## src/rtl/hsc_pkg.sv

```systemverilog
// Types, constants and position tables for the Hamming SECDED codec.
// Used by hsc_codec, hamming_secded_codec and hsc_checker.
package hsc_pkg;

  localparam int MAX_DATA_BITS = 26;
  localparam int DATA_W        = 26;
  localparam int CW_W          = 31;
  localparam int POS_W         = 5;
  localparam int CHK_MAX       = 5;
  localparam int CHK_CNT_W     = 3;
  localparam int STATUS_W      = 2;
  localparam int APB_DW        = 32;
  localparam int APB_AW        = 3;

  localparam logic REG_ODD_PARITY = 1'b0;
  localparam logic REG_DATA_BITS  = 1'b1;

  typedef enum logic {
    KIND_ENCODE = 1'b0,
    KIND_DECODE = 1'b1
  } kind_e;

  typedef enum logic [STATUS_W-1:0] {
    ST_OK        = 2'd0,
    ST_CORRECTED = 2'd1,
    ST_DOUBLE    = 2'd2
  } status_e;

  typedef struct packed {
    logic             odd_parity;
    logic [POS_W-1:0] data_bits;
  } cfg_t;

  typedef struct packed {
    logic [CW_W-1:0]  codeword;
    logic             extra_parity;
    status_e          status;
    logic [POS_W-1:0] error_position;
  } res_t;

  // Codeword bits whose Hamming position has bit k set.
  function automatic logic [CW_W-1:0] cover_mask(input int k);
    logic [CW_W-1:0] m;
    m = '0;
    for (int i = 0; i < CW_W; i++) begin
      m[i] = (((i + 1) >> k) & 1) != 0;
    end
    return m;
  endfunction

  function automatic logic is_pow2(input int pos);
    return (pos & (pos - 1)) == 0;
  endfunction

  // Message bit carried at a non-power-of-two position.
  function automatic logic [POS_W-1:0] data_index(input int pos);
    int idx;
    idx = 0;
    for (int p = 1; p < pos; p++) begin
      if (!is_pow2(p)) begin
        idx = idx + 1;
      end
    end
    return idx[POS_W-1:0];
  endfunction

endpackage

```

## src/rtl/hsc_codec.sv

```systemverilog
// Single-pass encode / syndrome-decode logic of the SECDED codec.
// Depends on hsc_pkg for the position tables and result types.
module hsc_codec (
  input  hsc_pkg::cfg_t                 cfg_i,
  input  hsc_pkg::kind_e                kind_i,
  input  logic [hsc_pkg::DATA_W-1:0]    data_in_i,
  input  logic [hsc_pkg::CW_W-1:0]      codeword_in_i,
  input  logic                          extra_parity_in_i,
  output hsc_pkg::res_t                 res_o
);
  import hsc_pkg::*;

  logic [POS_W-1:0]     d_eff;
  logic [CHK_CNT_W-1:0] p_cnt;
  logic [POS_W:0]       n_sum;
  logic [POS_W-1:0]     n_len;
  logic [CW_W-1:0]      nmask;
  logic [CW_W-1:0]      enc_raw;
  logic [CW_W-1:0]      enc_cw;
  logic [CW_W-1:0]      dec_cw;
  logic [CW_W-1:0]      flip;
  logic [CHK_MAX-1:0]   enc_chk;
  logic [CHK_MAX-1:0]   syn;
  logic                 overall;

  // Clamp length and derive check count and codeword length.
  always_comb begin
    priority if (cfg_i.data_bits == '0) begin
      d_eff = POS_W'(1);
    end else if (cfg_i.data_bits > POS_W'(MAX_DATA_BITS)) begin
      d_eff = POS_W'(MAX_DATA_BITS);
    end else begin
      d_eff = cfg_i.data_bits;
    end
    priority if (d_eff == POS_W'(1)) begin
      p_cnt = CHK_CNT_W'(2);
    end else if (d_eff <= POS_W'(4)) begin
      p_cnt = CHK_CNT_W'(3);
    end else if (d_eff <= POS_W'(11)) begin
      p_cnt = CHK_CNT_W'(4);
    end else begin
      p_cnt = CHK_CNT_W'(5);
    end
    n_sum = {1'b0, d_eff} + {{(POS_W + 1 - CHK_CNT_W){1'b0}}, p_cnt};
    n_len = n_sum[POS_W-1:0];
    for (int i = 0; i < CW_W; i++) begin
      nmask[i] = (POS_W + 1)'(i + 1) <= n_sum;
    end
  end

  // Encode: scatter message bits, then fill check positions.
  always_comb begin
    for (int i = 0; i < CW_W; i++) begin
      if (is_pow2(i + 1)) begin
        enc_raw[i] = 1'b0;
      end else begin
        enc_raw[i] = data_in_i[data_index(i + 1)] & nmask[i];
      end
    end
    enc_cw = enc_raw;
    for (int k = 0; k < CHK_MAX; k++) begin
      enc_chk[k] = (CHK_CNT_W'(k) < p_cnt) &
                   ((^(enc_raw & cover_mask(k))) ^ cfg_i.odd_parity);
      enc_cw[(1 << k) - 1] = enc_chk[k];
    end
  end

  // Decode: syndrome against chosen parity, then overall parity.
  always_comb begin
    dec_cw = codeword_in_i & nmask;
    for (int k = 0; k < CHK_MAX; k++) begin
      syn[k] = (CHK_CNT_W'(k) < p_cnt) &
               ((^(dec_cw & cover_mask(k))) ^ cfg_i.odd_parity);
    end
    overall = (^dec_cw) ^ extra_parity_in_i;
    for (int i = 0; i < CW_W; i++) begin
      flip[i] = syn == POS_W'(i + 1);
    end
  end

  always_comb begin
    res_o = '0;
    unique case (kind_i)
      KIND_ENCODE: begin
        res_o.codeword       = enc_cw;
        res_o.status         = ST_OK;
        res_o.error_position = '0;
      end
      KIND_DECODE: begin
        res_o.error_position = syn;
        res_o.codeword       = dec_cw;
        priority if (syn == '0) begin
          res_o.status = overall ? ST_CORRECTED : ST_OK;
        end else if (!overall) begin
          res_o.status = ST_DOUBLE;
        end else if (syn > n_len) begin
          res_o.status = ST_DOUBLE;
        end else begin
          res_o.codeword = dec_cw ^ flip;
          res_o.status   = ST_CORRECTED;
        end
      end
      default: begin
        res_o.status = ST_OK;
      end
    endcase
    res_o.extra_parity = ^res_o.codeword;
  end

endmodule

```

## src/rtl/hamming_secded_codec.sv

```systemverilog
// Hamming SECDED codec: input register, single-pass codec logic, result register.
// An accepted input beat is held in the input register, then its result in the result register, before it is offered.
// Throughput: one beat per cycle; the input stalls only while the input register is full and the
// result register is stalled.
// Reset clears both valid flags and sets even parity with 4 data bits.
// Depends on hsc_pkg and hsc_codec.
module hamming_secded_codec (
  input  logic                           clk_i,
  input  logic                           rst_ni,
  input  logic                           in_valid_i,
  output logic                           in_stall_o,
  input  hsc_pkg::kind_e                 kind_i,
  input  logic [hsc_pkg::DATA_W-1:0]     data_in_i,
  input  logic [hsc_pkg::CW_W-1:0]       codeword_in_i,
  input  logic                           extra_parity_in_i,
  output logic                           out_valid_o,
  input  logic                           out_stall_i,
  output logic [hsc_pkg::CW_W-1:0]       codeword_out_o,
  output logic                           extra_parity_out_o,
  output logic [hsc_pkg::STATUS_W-1:0]   status_o,
  output logic [hsc_pkg::POS_W-1:0]      error_position_o,
  input  logic                           psel,
  input  logic                           penable,
  input  logic                           pwrite,
  input  logic [hsc_pkg::APB_AW-1:0]     paddr,
  input  logic [hsc_pkg::APB_DW-1:0]     pwdata,
  output logic [hsc_pkg::APB_DW-1:0]     prdata,
  output logic                           pready
);
  import hsc_pkg::*;

  cfg_t              cfg_q;
  logic              s1_valid_q;
  kind_e             s1_kind_q;
  logic [DATA_W-1:0] s1_data_q;
  logic [CW_W-1:0]   s1_cw_q;
  logic              s1_extra_q;
  logic              out_valid_q;
  res_t              res_d;
  res_t              res_q;
  logic              out_en;
  logic              in_en;
  logic              cfg_wr;

  // Register file.
  assign pready = 1'b1;
  assign cfg_wr = psel & penable & pwrite & pready;

  always_ff @(posedge clk_i or negedge rst_ni) begin
    if (!rst_ni) begin
      cfg_q.odd_parity <= 1'b0;
      cfg_q.data_bits  <= POS_W'(4);
    end else if (cfg_wr) begin
      unique case (paddr[2])
        REG_ODD_PARITY: cfg_q.odd_parity <= pwdata[0];
        REG_DATA_BITS:  cfg_q.data_bits  <= pwdata[POS_W-1:0];
        default:        cfg_q            <= cfg_q;
      endcase
    end
  end

  always_comb begin
    prdata = '0;
    unique case (paddr[2])
      REG_ODD_PARITY: prdata[0]         = cfg_q.odd_parity;
      REG_DATA_BITS:  prdata[POS_W-1:0] = cfg_q.data_bits;
      default:        prdata            = '0;
    endcase
  end

  // Advance each stage when the one after it is empty or moving.
  assign out_en     = !out_valid_q || !out_stall_i;
  assign in_en      = !s1_valid_q || out_en;
  assign in_stall_o = !in_en;

  always_ff @(posedge clk_i or negedge rst_ni) begin
    if (!rst_ni) begin
      s1_valid_q  <= 1'b0;
      out_valid_q <= 1'b0;
    end else begin
      if (in_en) begin
        s1_valid_q <= in_valid_i;
      end
      if (out_en) begin
        out_valid_q <= s1_valid_q;
      end
    end
  end

  always_ff @(posedge clk_i) begin
    if (in_en && in_valid_i) begin
      s1_kind_q  <= kind_i;
      s1_data_q  <= data_in_i;
      s1_cw_q    <= codeword_in_i;
      s1_extra_q <= extra_parity_in_i;
    end
    if (out_en && s1_valid_q) begin
      res_q <= res_d;
    end
  end

  hsc_codec u_codec (
    .cfg_i             (cfg_q),
    .kind_i            (s1_kind_q),
    .data_in_i         (s1_data_q),
    .codeword_in_i     (s1_cw_q),
    .extra_parity_in_i (s1_extra_q),
    .res_o             (res_d)
  );

  assign out_valid_o        = out_valid_q;
  assign codeword_out_o     = res_q.codeword;
  assign extra_parity_out_o = res_q.extra_parity;
  assign status_o           = res_q.status;
  assign error_position_o   = res_q.error_position;

endmodule

```

## config.mk

```make
export PLATFORM = sky130hd
export DESIGN_NAME = hamming_secded_codec
export DESIGN_NICKNAME = d
export VERILOG_FILES = /design/src/rtl/hsc_pkg.sv /design/src/rtl/hsc_codec.sv /design/src/rtl/hamming_secded_codec.sv
export SDC_FILE = /design/constraint.sdc
export NUM_CORES = 1
export LEC_CHECK = 0
export ABC_AREA = 1
export BUFFER_PORTS_ARGS = -buffer_cell sky130_fd_sc_hd__buf_2
export CORE_UTILIZATION = 51
export DETAILED_ROUTE_END_ITERATION = 12
export PLACE_DENSITY_LB_ADDON = 0.25
export SETUP_SLACK_MARGIN = 0.3
export SYNTH_ARGS = -nofsm -noshare
export SYNTH_HDL_FRONTEND = slang
export SYNTH_SLANG_ARGS = --single-unit
```

## constraint.sdc

```tcl
create_clock -name clk_i -period 5.6 [get_ports clk_i]
set_input_delay 0.28 -clock clk_i [delete_from_list [all_inputs] [get_ports clk_i]]
set_output_delay 0.28 -clock clk_i [all_outputs]
set_load 0.005 [all_outputs]
```

==> metrics.txt <==
status finished with violations; failing checks negative setup slack; # fillers about 1.3k; peak fanout along the critical path 7; area of the die 0.0176 mm2; DR vias/cell 5.14; io pins 175; clock tree from TritonCTS built; Rel. slew slack 46.7%; fin crit share 115%; async set-reset flop share out of synthesis ~7.5%; drt pass-1 iters 6; Seq pwr share between 10% and 20%; mean post-synth cell area 6.99 um2; Max Slew Vio Count 0; Synth Flop Type edfxtp_1; Final WS setup -0.828 ns; ranking of synthesized cells by area edfxtp_1 (34%), nand2_1 (23%), nand3_1 (9.7%), inv_1 (4.3%), xor2_1 (3.9%); Synth Instances 1248; RSZ-0062 raised after global routing yes; Final setup viols 32; quantity of I/O buffers inserted on ports 117; Hold WC Path Type in -> reg; detailed-placement wirelength estimate 20200 um; kind of critical path reg -> reg; Worst path slowest cell dfstp_2; antenna-violating nets left 0; critical path startpoint category flip-flop; # clock sinks 106; cell-internal power 0.00462 W; switching pwr between 0.004 and 0.005 W; Post-Syn Area 0.00872 mm2; PwrDens 750 mW/mm2; DRC Markers 0; post-layout min period 6.43 ns; Cell Area, Placed 0.0109 mm2; area delta synth->final 40.9%; # nets final 1697; largest net degree at the start of global routing 60; most frequent cell after synthesis nand2_1; peak supply drop 0.560 mV; H-Tree Depth 3; Max clock buf depth 2; Die X 133 um; Max Cap Viol 0; Warnings, synthesis 0; CTS clk-pin slew, worst paths 0.08 ns; Layout Cell Area excl Fill 0.0123 mm2; number of global-route vias before repair ~8k; total power 0.00922 W; Root Buffer clkbuf_16; Distinct cells, synth 43; Ant. Diodes 0; Layout Skew 0.0145 ns; clock power share 6.8%; Max Freq between 150 and 200 MHz; measured slew at the worst slew-check pin 0.800 ns; cell repeated most along the worst path nand2_1; Post-synth EDFFs 98; WHS Path Cells 1; clk_lat worst skew 0.37 ns; site row count 47; Synth Register Bits 106; Seq/Total Area, Yosys a little over a third; post-synth top area share about 34%; arrival time worst endpoint 6.56 ns; gpl congestion 1.01; core area between 0.015 and 0.02 mm2; WL final 27300 um; Gate power share 80.9%; leakage power 6.28 nW; initial core utilization between 50% and 60%; initial DRC count 749; top cells by count, synth nand2_1 (535), nand3_1 (169), inv_1 (99), edfxtp_1 (98), nor2_1 (50); initial antenna violation count 0; Worst setup EP type flip-flop; largest area contributor in the netlist edfxtp_1; switching portion of total power 49.9%; Overflow after GRT 0; Worst R2R Path Depth slightly below 60; final hold violation count 0; data required time at the worst endpoint 5.73 ns; via count 9322; CTS Buf Count 9; GRT Util Overall 29.9%; layout cells sized above 1 39.7%; Die H 133 um; wire length per cell 15.0 um; global-route wire length before repair about 40000 um; Max stage delay on crit path 0.57 ns
-- per-stage QoR --
stage | setup TNS [ns] | hold WS, ns | setup slack (ns) | util (%) | cells
4_1_cts | -0.778 | 0.0670 | -0.584 | 70.3 | 1795
3_3_place_gp | -0.435 | 0.133 | -0.435 | 65.7 | 1752
6_report | -6.28 | 0.0763 | -0.828 | 73.9 | 1812
3_5_place_dp | -0.548 | 0.135 | -0.548 | 65.7 | 1752
5_1_grt | -15.21 | 0.0712 | -1.22 | 73.9 | 1812
2_1_floorplan | -0.0207 | -0.0156 | -0.0207 | - | 1274
-- routing by layer --
metal | track usage, % | wire length (um)
met3 | 3.64 | 2030
met2 | 49.4 | 12800
met1 | 39.3 | 11300
met5 | 0 | 0
met4 | 13.2 | 1120
-- power groups by stage --
| stage | clock network, W | registers, W | logic [W] |
|---|---|---|---|
| after detailed placement | 0 | 0.00114 | 0.00599 |
| after global placement | 0 | 0.00114 | 0.00588 |
| final | 0.000626 | 0.00113 | 0.00746 |
| after global routing | 0.000656 | 0.00114 | 0.00804 |
| after CTS | 0.000636 | 0.00113 | 0.00672 |
| after floorplan | 0 | 0.00114 | 0.00399 |
-- placed cells by master (no fill, tap or decap), drive strengths merged, types with 2 or more instances in the layout --
master and count:
o21ai 19, xnor2 29, ha 8, and3 2, conb 28, nand4 7, xor2 40, edfxtp 98
clkbuf 10, dfrtp 7, nand3b 6, or2 2, nor2 68, inv 133, a21oi 14, o21bai 2
clkinv 2, nand2 574, buf 352, nand3 181
-- kinds of logic after synthesis --
logic type,Yosys count,synth area share [%]
flip-flops,106,36.0
buffers and inverters,181,10.0
other,2,0.0861
AND/OR/NAND/NOR,841,42.4
XOR/XNOR,69,7.01
adder cells (fa/ha/maj),9,1.38
AO/OA/AOI/OAI,38,2.80
multiplexers,2,0.244
-- repair_timing --
item	4_1_cts	5_1_grt
endpoints found under the hold margin	8	0
resized for setup	65	114
buffers inserted	24	16
hold buffers	1	0
cloned	2	1
setup endpoints to repair	32	34
pin swaps	27	52
-- worst max-delay path: cells and delay by family, from the launching register on --
family | cells | cell delay (ns)
DFF | 1 | 0.57
buffers and inverters | 13 | 1.18
adders and majority gates | 3 | 0.75
muxes | 1 | 0.06
AOI/OAI and AO/OA | 4 | 0.52
and+or+nand+nor | 37 | 3.07
-- flip-flops by register name, summed over array words and instances, names as in the netlist, 2 cells and up --
| signal | count |
|---|---|
| error_position_o | 5 |
| cfg_q | 6 |
| codeword_out_o | 31 |
| status_o | 2 |
| s1_cw_q | 31 |
| s1_data_q | 26 |
-- path summary, 6_finish.rpt --
check	start	endpoint	slack, ns
max in group asynchronous	rst_ni	cfg_q[2]$_DFFE_PN1P_	5.08
min in group asynchronous	rst_ni	cfg_q[1]$_DFFE_PN0P_	0.28
worst max register to register	cfg_q[2]$_DFFE_PN1P_	extra_parity_out_o$_DFFE_PP_	-0.83
worst min-delay path	codeword_in_i[6]	s1_cw_q[6]$_DFFE_PP_	0.08
worst max-delay path	cfg_q[2]$_DFFE_PN1P_	extra_parity_out_o$_DFFE_PP_	-0.83
worst min register to register	s1_valid_q$_DFFE_PN0N_	out_valid_o$_DFFE_PN0P_	0.50
-- area by class of cell --
| cell class | count | area [um2] | area share (%) |
|---|---|---|---|
| repair buffers | 354 | 2510 | 20.4 |
| flip-flops and latches | 106 | 3150 | 25.6 |
| multi-input cells | 987 | 5580 | 45.4 |
| clock buffers | 9 | 225 | 1.83 |
| clock inverters | 7 | 58.8 | 0.478 |
| well taps | 220 | 275 | 2.24 |
| inverters | 129 | 497 | 4.04 |
(Power assumes the default switching activity.)
